$ cat src/rtl/core/paa_pkg.sv
// shared types and constants for the priority aging arbiter
package paa_pkg;

  localparam int ENTRIES_DEF = 16;
  localparam int PRIO_W      = 16;
  localparam int BASE_W      = 5;
  localparam int IDX_FIELD_W = 4;
  localparam int ACT_W       = 5;
  localparam logic [ACT_W-1:0] ACT_RESET = ACT_W'(16);

  typedef enum logic {
    OP_LOAD  = 1'b0,
    OP_GRANT = 1'b1
  } op_t;

  // broadcast to every cell of the row
  typedef struct packed {
    logic                   ld_en;
    logic [IDX_FIELD_W-1:0] ld_idx;
    logic [BASE_W-1:0]      ld_lvl;
    logic                   age_en;
  } cell_cmd_t;

endpackage

$ cat src/rtl/core/paa_cell.sv
// one table entry of the arbiter row: priorities plus one scan stage
module paa_cell #(
  parameter int IW  = 4,
  parameter int IDX = 0
) (
  input  logic                      clk,
  input  logic                      rst_n,
  input  paa_pkg::cell_cmd_t        cmd,
  input  logic                      act,
  input  logic [IW-1:0]             upd_idx,
  input  logic                      tok_in,
  input  logic [paa_pkg::PRIO_W-1:0] cand_val_in,
  input  logic [IW-1:0]             cand_idx_in,
  output logic                      tok_out,
  output logic [paa_pkg::PRIO_W-1:0] cand_val_out,
  output logic [IW-1:0]             cand_idx_out
);
  import paa_pkg::*;

  localparam logic [IW-1:0] MY_IDX = IW'(IDX);

  logic [BASE_W-1:0] base_r;
  logic [PRIO_W-1:0] cur_r;
  logic              tok_r;
  logic [PRIO_W-1:0] cval_r;
  logic [IW-1:0]     cidx_r;
  logic              ld_hit;
  logic              take;

  assign ld_hit = cmd.ld_en && (IDX == int'(cmd.ld_idx));
  // strict compare keeps the lowest index on a tie
  assign take   = act && (cur_r > cand_val_in);

  always_ff @(posedge clk) begin
    if (!rst_n) begin
      base_r <= '0;
      cur_r  <= '0;
    end else if (ld_hit) begin
      base_r <= cmd.ld_lvl;
      cur_r  <= PRIO_W'(cmd.ld_lvl);
    end else if (cmd.age_en && act) begin
      if (MY_IDX == upd_idx) begin
        cur_r <= PRIO_W'(base_r);
      end else if (cur_r != '1) begin
        cur_r <= cur_r + PRIO_W'(1);
      end
    end
  end

  always_ff @(posedge clk) begin
    if (!rst_n) begin
      tok_r <= 1'b0;
    end else begin
      tok_r <= tok_in;
    end
  end

  always_ff @(posedge clk) begin
    if (tok_in) begin
      if (take) begin
        cval_r <= cur_r;
        cidx_r <= MY_IDX;
      end else begin
        cval_r <= cand_val_in;
        cidx_r <= cand_idx_in;
      end
    end
  end

  assign tok_out      = tok_r;
  assign cand_val_out = cval_r;
  assign cand_idx_out = cidx_r;

endmodule

$ cat src/rtl/core/priority_aging_arbiter_top.sv
// top level of the priority aging arbiter: control, row of entry cells, ports
//
// channel | dir | handshake            | payload
// in      | in  | in_tvalid/in_tready  | tuser: operation; tdata: entry_index, base_level
// out     | out | out_tvalid/out_tready| tdata: winner_index, winner_priority
// cfg     | in  | cfg_valid/cfg_ready  | cfg_data: active_entries
//
// a load beat updates the addressed cell at the accept edge
// a grant beat: a token walks the cell row one cell per cycle carrying the best candidate,
//   then the winner register captures it and the final state ages the row
// one item is in flight at a time; in_tready is high only while idle
// a pending result sits in the output register, loads are still taken meanwhile
// synchronous active-low reset clears all priorities and sets active_entries to 16
module priority_aging_arbiter_top #(
  parameter int ENTRIES = paa_pkg::ENTRIES_DEF
) (
  input  logic                      clk,
  input  logic                      rst_n,
  input  logic                      in_tvalid,
  output logic                      in_tready,
  input  logic [15:0]               in_tdata,   // [3:0] entry_index, [8:4] base_level
  input  logic                      in_tuser,   // [0] operation
  output logic                      out_tvalid,
  input  logic                      out_tready,
  output logic [23:0]               out_tdata,  // [3:0] winner_index, [19:4] winner_priority
  input  logic                      cfg_valid,
  output logic                      cfg_ready,
  input  logic [paa_pkg::ACT_W-1:0] cfg_data
);
  import paa_pkg::*;

  localparam int IW = $clog2(ENTRIES);

  typedef enum logic [2:0] {
    ST_IDLE = 3'b001,
    ST_SCAN = 3'b010,
    ST_FIN  = 3'b100
  } state_t;

  state_t                 state_r, state_nxt;
  logic [ACT_W-1:0]       active_r;
  logic [PRIO_W-1:0]      win_val_r;
  logic [IW-1:0]          win_idx_r;
  logic                   out_valid_r;
  logic [IDX_FIELD_W-1:0] out_idx_r;
  logic [PRIO_W-1:0]      out_prio_r;

  logic                   in_acc;
  logic                   scan_go;
  logic                   fin_go;
  cell_cmd_t              cmd;
  logic [ENTRIES-1:0]     act;

  // scan chain between cells, position 0 is the row input
  logic [ENTRIES:0]       tok;
  logic [PRIO_W-1:0]      cval [ENTRIES+1];
  logic [IW-1:0]          cidx [ENTRIES+1];

  assign cfg_ready = 1'b1;
  assign in_tready = (state_r == ST_IDLE);
  assign in_acc    = in_tvalid && in_tready;
  assign scan_go   = in_acc && (op_t'(in_tuser) == OP_GRANT);
  // ageing waits until the output register can take the result
  assign fin_go    = (state_r == ST_FIN) && (!out_valid_r || out_tready);

  always_comb begin
    cmd.ld_en  = in_acc && (op_t'(in_tuser) == OP_LOAD);
    cmd.ld_idx = in_tdata[3:0];
    cmd.ld_lvl = in_tdata[8:4];
    cmd.age_en = fin_go;
  end

  always_ff @(posedge clk) begin
    if (!rst_n) begin
      active_r <= ACT_RESET;
    end else if (cfg_valid && cfg_ready) begin
      active_r <= cfg_data;
    end
  end

  // entry 0 always takes part, a count above the row saturates by itself
  for (genvar i = 0; i < ENTRIES; i++) begin : g_act
    assign act[i] = (i == 0) || (i < int'(active_r));
  end

  assign tok[0]  = scan_go;
  assign cval[0] = '0;
  assign cidx[0] = '0;

  for (genvar i = 0; i < ENTRIES; i++) begin : g_cell
    paa_cell #(
      .IW  (IW),
      .IDX (i)
    ) u_cell (
      .clk          (clk),
      .rst_n        (rst_n),
      .cmd          (cmd),
      .act          (act[i]),
      .upd_idx      (win_idx_r),
      .tok_in       (tok[i]),
      .cand_val_in  (cval[i]),
      .cand_idx_in  (cidx[i]),
      .tok_out      (tok[i+1]),
      .cand_val_out (cval[i+1]),
      .cand_idx_out (cidx[i+1])
    );
  end

  always_comb begin
    state_nxt = state_r;
    case (state_r)
      ST_IDLE: if (scan_go)      state_nxt = ST_SCAN;
      ST_SCAN: if (tok[ENTRIES]) state_nxt = ST_FIN;
      ST_FIN:  if (fin_go)       state_nxt = ST_IDLE;
      default:                   state_nxt = ST_IDLE;
    endcase
  end

  always_ff @(posedge clk) begin
    if (!rst_n) begin
      state_r <= ST_IDLE;
    end else begin
      state_r <= state_nxt;
    end
  end

  // winner at the end of the row
  always_ff @(posedge clk) begin
    if ((state_r == ST_SCAN) && tok[ENTRIES]) begin
      win_val_r <= cval[ENTRIES];
      win_idx_r <= cidx[ENTRIES];
    end
  end

  always_ff @(posedge clk) begin
    if (!rst_n) begin
      out_valid_r <= 1'b0;
    end else if (fin_go) begin
      out_valid_r <= 1'b1;
    end else if (out_tready) begin
      out_valid_r <= 1'b0;
    end
  end

  always_ff @(posedge clk) begin
    if (fin_go) begin
      out_idx_r  <= IDX_FIELD_W'(win_idx_r);
      out_prio_r <= win_val_r;
    end
  end

  assign out_tvalid = out_valid_r;
  assign out_tdata  = {4'b0000, out_prio_r, out_idx_r};

  // a new result only comes out of the final state
  a_result_from_fin: assert property (@(posedge clk) disable iff (!rst_n)
    $rose(out_valid_r) |-> $past(state_r == ST_FIN))
    else $error("result raised outside the final state");

  // exactly one token on the row while scanning
  a_one_token: assert property (@(posedge clk) disable iff (!rst_n)
    (state_r == ST_SCAN) |-> $onehot(tok[ENTRIES:1]))
    else $error("scan token lost or duplicated");

  // the row is empty whenever the block is not scanning
  a_row_quiet: assert property (@(posedge clk) disable iff (!rst_n)
    (state_r != ST_SCAN) |-> (tok[ENTRIES:1] == '0))
    else $error("token on the row outside a scan");

endmodule
$ cat config.mk
export PLATFORM = sky130hd
export DESIGN_NAME = priority_aging_arbiter_top
export DESIGN_NICKNAME = d
export VERILOG_FILES = /design/src/rtl/core/paa_pkg.sv /design/src/rtl/core/paa_cell.sv /design/src/rtl/core/priority_aging_arbiter_top.sv
export SDC_FILE = /design/constraint.sdc
export NUM_CORES = 2
export LEC_CHECK = 0
export ABC_AREA = 1
export BUFFER_PORTS_ARGS = -buffer_cell sky130_fd_sc_hd__buf_2
export CAP_MARGIN = 10
export CORE_AREA = 2 2 426 301
export CTS_CLUSTER_SIZE = 28
export DETAILED_ROUTE_END_ITERATION = 8
export DIE_AREA = 0 0 428 303
export PLACE_DENSITY = 0.48
export SYNTH_ARGS = -nofsm -noshare
export SYNTH_HDL_FRONTEND = slang
export SYNTH_SLANG_ARGS = --single-unit
export TNS_END_PERCENT = 100
$ cat constraint.sdc
create_clock -name clk -period 2 [get_ports clk]
set_input_delay 0.1 -clock clk [delete_from_list [all_inputs] [get_ports clk]]
set_output_delay 0.1 -clock clk [all_outputs]
set_load 0.02 [all_outputs]
==> impl_metrics.ini <==
[finish]
nets = 6728
syn2layout_area_growth_pct = 28.6
stdcell_count = 8177
layout_utilization = 0.422
drive_gt1_frac = 0.193
num-fill-cells = 12727

[clocking]
clk_root_buffer_cell = sky130_fd_sc_hd__clkbuf_16
cts.sink_count = 706
ctsHtreeMaxLevel = 3
cts_made_buffers = 79
cts_max_path_buffers = 3
clkSlewWorstSetupHoldPaths_ns = 0.07
worstSkewPairLatency_ns = 0.69
tritoncts = done

[outcome]
status = finished clean

[detailed_routing]
dr_total_vias = 39279
route.detailed.drc = 0
vias_per_instance = 4.80
dr.first_iter.drc_count = 3433
postRouteAntennaNets = 0
wire_per_inst_um = 16.6
routed_wl_um = 136000
drt-pass1-iter-count = 6

[logic_synthesis]
post_synth_most_frequent_cells = sky130_fd_sc_hd__nand2_1, sky130_fd_sc_hd__inv_1, sky130_fd_sc_hd__nand3_1
async_flop_share = 0
synth.cell_area_um2 = 41300
yosysWarnings = 0
netlist.top_cell.by_area = sky130_fd_sc_hd__edfxtp_1
share_of_yosys_cell_area_claimed_by_the_top_area_cell_type = 0.251
postSynthRegisterBits = 706
post_synth_inst_count = 5754
post_synth_main_area_contributors = sky130_fd_sc_hd__edfxtp_1, sky130_fd_sc_hd__dfxtp_1, sky130_fd_sc_hd__nand2_1
syn-mean-instance-area_um2 = 7.17
synth-edff-count = 345
yosys_most_used_dff = sky130_fd_sc_hd__dfxtp_1
synth.lib_cells_used.distinct = 40
yosysSeqAreaShare = 0.426
synth_most_common_cell = sky130_fd_sc_hd__nand2_1

[floorplan]
core_region_area_um2 = 126000
floorplan.io_pins = 54
floorplan.initialDensity = 0.329
die_area_um2 = 130000
die_width_um = 428
num_rows = 109
height_of_the_die_um = 303

[sta]
fmax_mhz = 500
finalHoldViolations = 0
setup_repair_after_global_routing_missed_its_margin = true
report.final.slew_viol_count = 0
finalSetupTns_ns = 0
period_utilization_post_route = 1.00
max_slew_margin = 0.545
finalClockSkew_ns = 0.0393
worst-slew-pin-transition_ns = 0.681
finalSetupViolCount = 0
whs_ns = 0.0957
layout_min_cycle_time_ns = 2.00

[setup_path]
critPathKind = flip-flop to flip-flop
crit_required_ns = 2.41
endpoint_kind = flip-flop
arrival_ns = 2.41
timing.critical_path.from_type = flip-flop
crit_fanout = 6
r2r_cells = 12

[placement]
place.detailed.instances = 7922
post-dp-hpwl_um = 105000
buffer_ports.inserted = 41
routabilityCongestion = 0.904

[grt]
globalRouteTotalUtil = 0.205
grt_pass1_vias = 35112
grt_max_degree = 47
grt_pass1_wl_um = 207000
remaining_global_route_overflow = 0
antenna_violations_before_repair = 10

[power_and_ir_drop]
power.total_mw = 31.7
static-leakage-power_nw = 24.3
power_density_nw_per_um2 = 598
vdd.ir_drop.worst_v = 0.000571

[hold_path]
hold_depth = 4
path_category_of_the_worst_min_delay_check = input port to flip-flop

[flow_run]
timing.max_cap.violations = 0
-- per-stage QoR --
| step | worst slack [ns] | area, µm² |
|---|---|---|
| after detailed placement | -0.205 | 47900 |
| final | 0.000158 | 53100 |
| after floorplan | 0.00645 | 41300 |
| after global routing | -0.0615 | 53100 |
| after CTS | -0.0446 | 51000 |
| after global placement | -0.231 | 47900 |
-- layout make-up --
type | instances | area [µm²] | share of cell area
Antenna cell | 2 | 5.00 | 0.0000943
Clock buffer | 101 | 2140 | 0.0403
Inverter | 706 | 2660 | 0.0501
Sequential cell | 706 | 17600 | 0.332
Multi-Input combinational cell | 4182 | 21600 | 0.408
Tap cell | 1665 | 2080 | 0.0393
Timing Repair Buffer | 769 | 6420 | 0.121
Clock inverter | 46 | 500 | 0.00943
-- report_power, final --
part,switching [mW],internal [mW]
clock network,6.51,8.67
logic,0.904,0.478
registers,0.0521,15.1
total,7.47,24.3
-- per-layer routing --
layer,vias up,GRT usage,share of wire
li1,20039,-,-
met2,1007,0.275,0.38
met1,18093,0.328,0.54
met3,140,0.0420,0.069
met4,0,0.0408,0.017
met5,-,0,0
-- cells in the final DEF, fill, tap and decap left out, drive strengths merged --
cell	instances
a21boi	5
a21o	6
a21oi	323
a31oi	1
buf	742
bufinv	8
clkbuf	104
clkinv	31
clkinvlp	5
conb	5
dfxtp	361
diode	2
dlygate4sd3	24
edfxtp	345
ha	257
inv	708
nand2	1934
nand3	677
nand3b	16
nand4	95
nor2	613
nor3	45
nor3b	4
nor4	2
o21a	9
o21ai	107
o21bai	28
o221ai	1
o22ai	9
or2	15
xnor2	4
xor2	26
-- worst max-delay path, cell delays in order, from the launching register on --
cell                       delay [ns]
sky130_fd_sc_hd__edfxtp_1        0.38
sky130_fd_sc_hd__inv_1           0.06
sky130_fd_sc_hd__ha_1            0.32
sky130_fd_sc_hd__nand2_2         0.09
sky130_fd_sc_hd__nor2_4          0.11
sky130_fd_sc_hd__nand2_2         0.09
sky130_fd_sc_hd__inv_1           0.06
sky130_fd_sc_hd__nand2_1         0.06
sky130_fd_sc_hd__nand2_2         0.14
sky130_fd_sc_hd__nand2_4         0.09
sky130_fd_sc_hd__buf_6           0.15
sky130_fd_sc_hd__nand2_2         0.08
sky130_fd_sc_hd__nand2_4         0.08
-- state kept, by name, summed over array words and instances (netlist names) --
register	cells
g_cell.u_cell.cand_idx_out	49
out_tvalid	1
out_prio_r	16
win_idx_r	4
state_r	3
g_cell.u_cell.cand_val_out	256
g_cell.u_cell.base_r	80
g_cell.u_cell.tok_out	16
g_cell.u_cell.cur_r	256
out_idx_r	4
active_r	5
win_val_r	16
-- worst paths after layout --
path,from,to,slack (ns)
hold reg to reg,g_cell[15].u_cell.cand_idx_out[2],win_idx_r[2],0.40
setup reg to reg,g_cell[6].u_cell.cand_val_out[15],g_cell[7].u_cell.cand_val_out[11],0.0002
setup / recovery,g_cell[6].u_cell.cand_val_out[15],g_cell[7].u_cell.cand_val_out[11],0.0002
hold / removal,rst_n,g_cell[13].u_cell.tok_out,0.1
-- logic make-up after synthesis --
family / after synthesis / synth area share
AND/OR/NAND/NOR: 3399 / 0.343
other: 2 / 0.000182
XOR/XNOR: 30 / 0.00637
flip-flops: 706 / 0.426
buffers and inverters: 871 / 0.0829
AO/OA/AOI/OAI: 489 / 0.0633
adder cells (fa/ha/maj): 257 / 0.0779
-- what timing repair did --
item                                    4_1_cts  5_1_grt
resized for setup                            31      434
cloned                                        0        9
pin swaps                                     2       88
hold buffers                                 24        0
endpoints found under the setup margin      129      508
endpoints found under the hold margin        52        0
buffers inserted                             12       61
(Power assumes the default switching activity.)
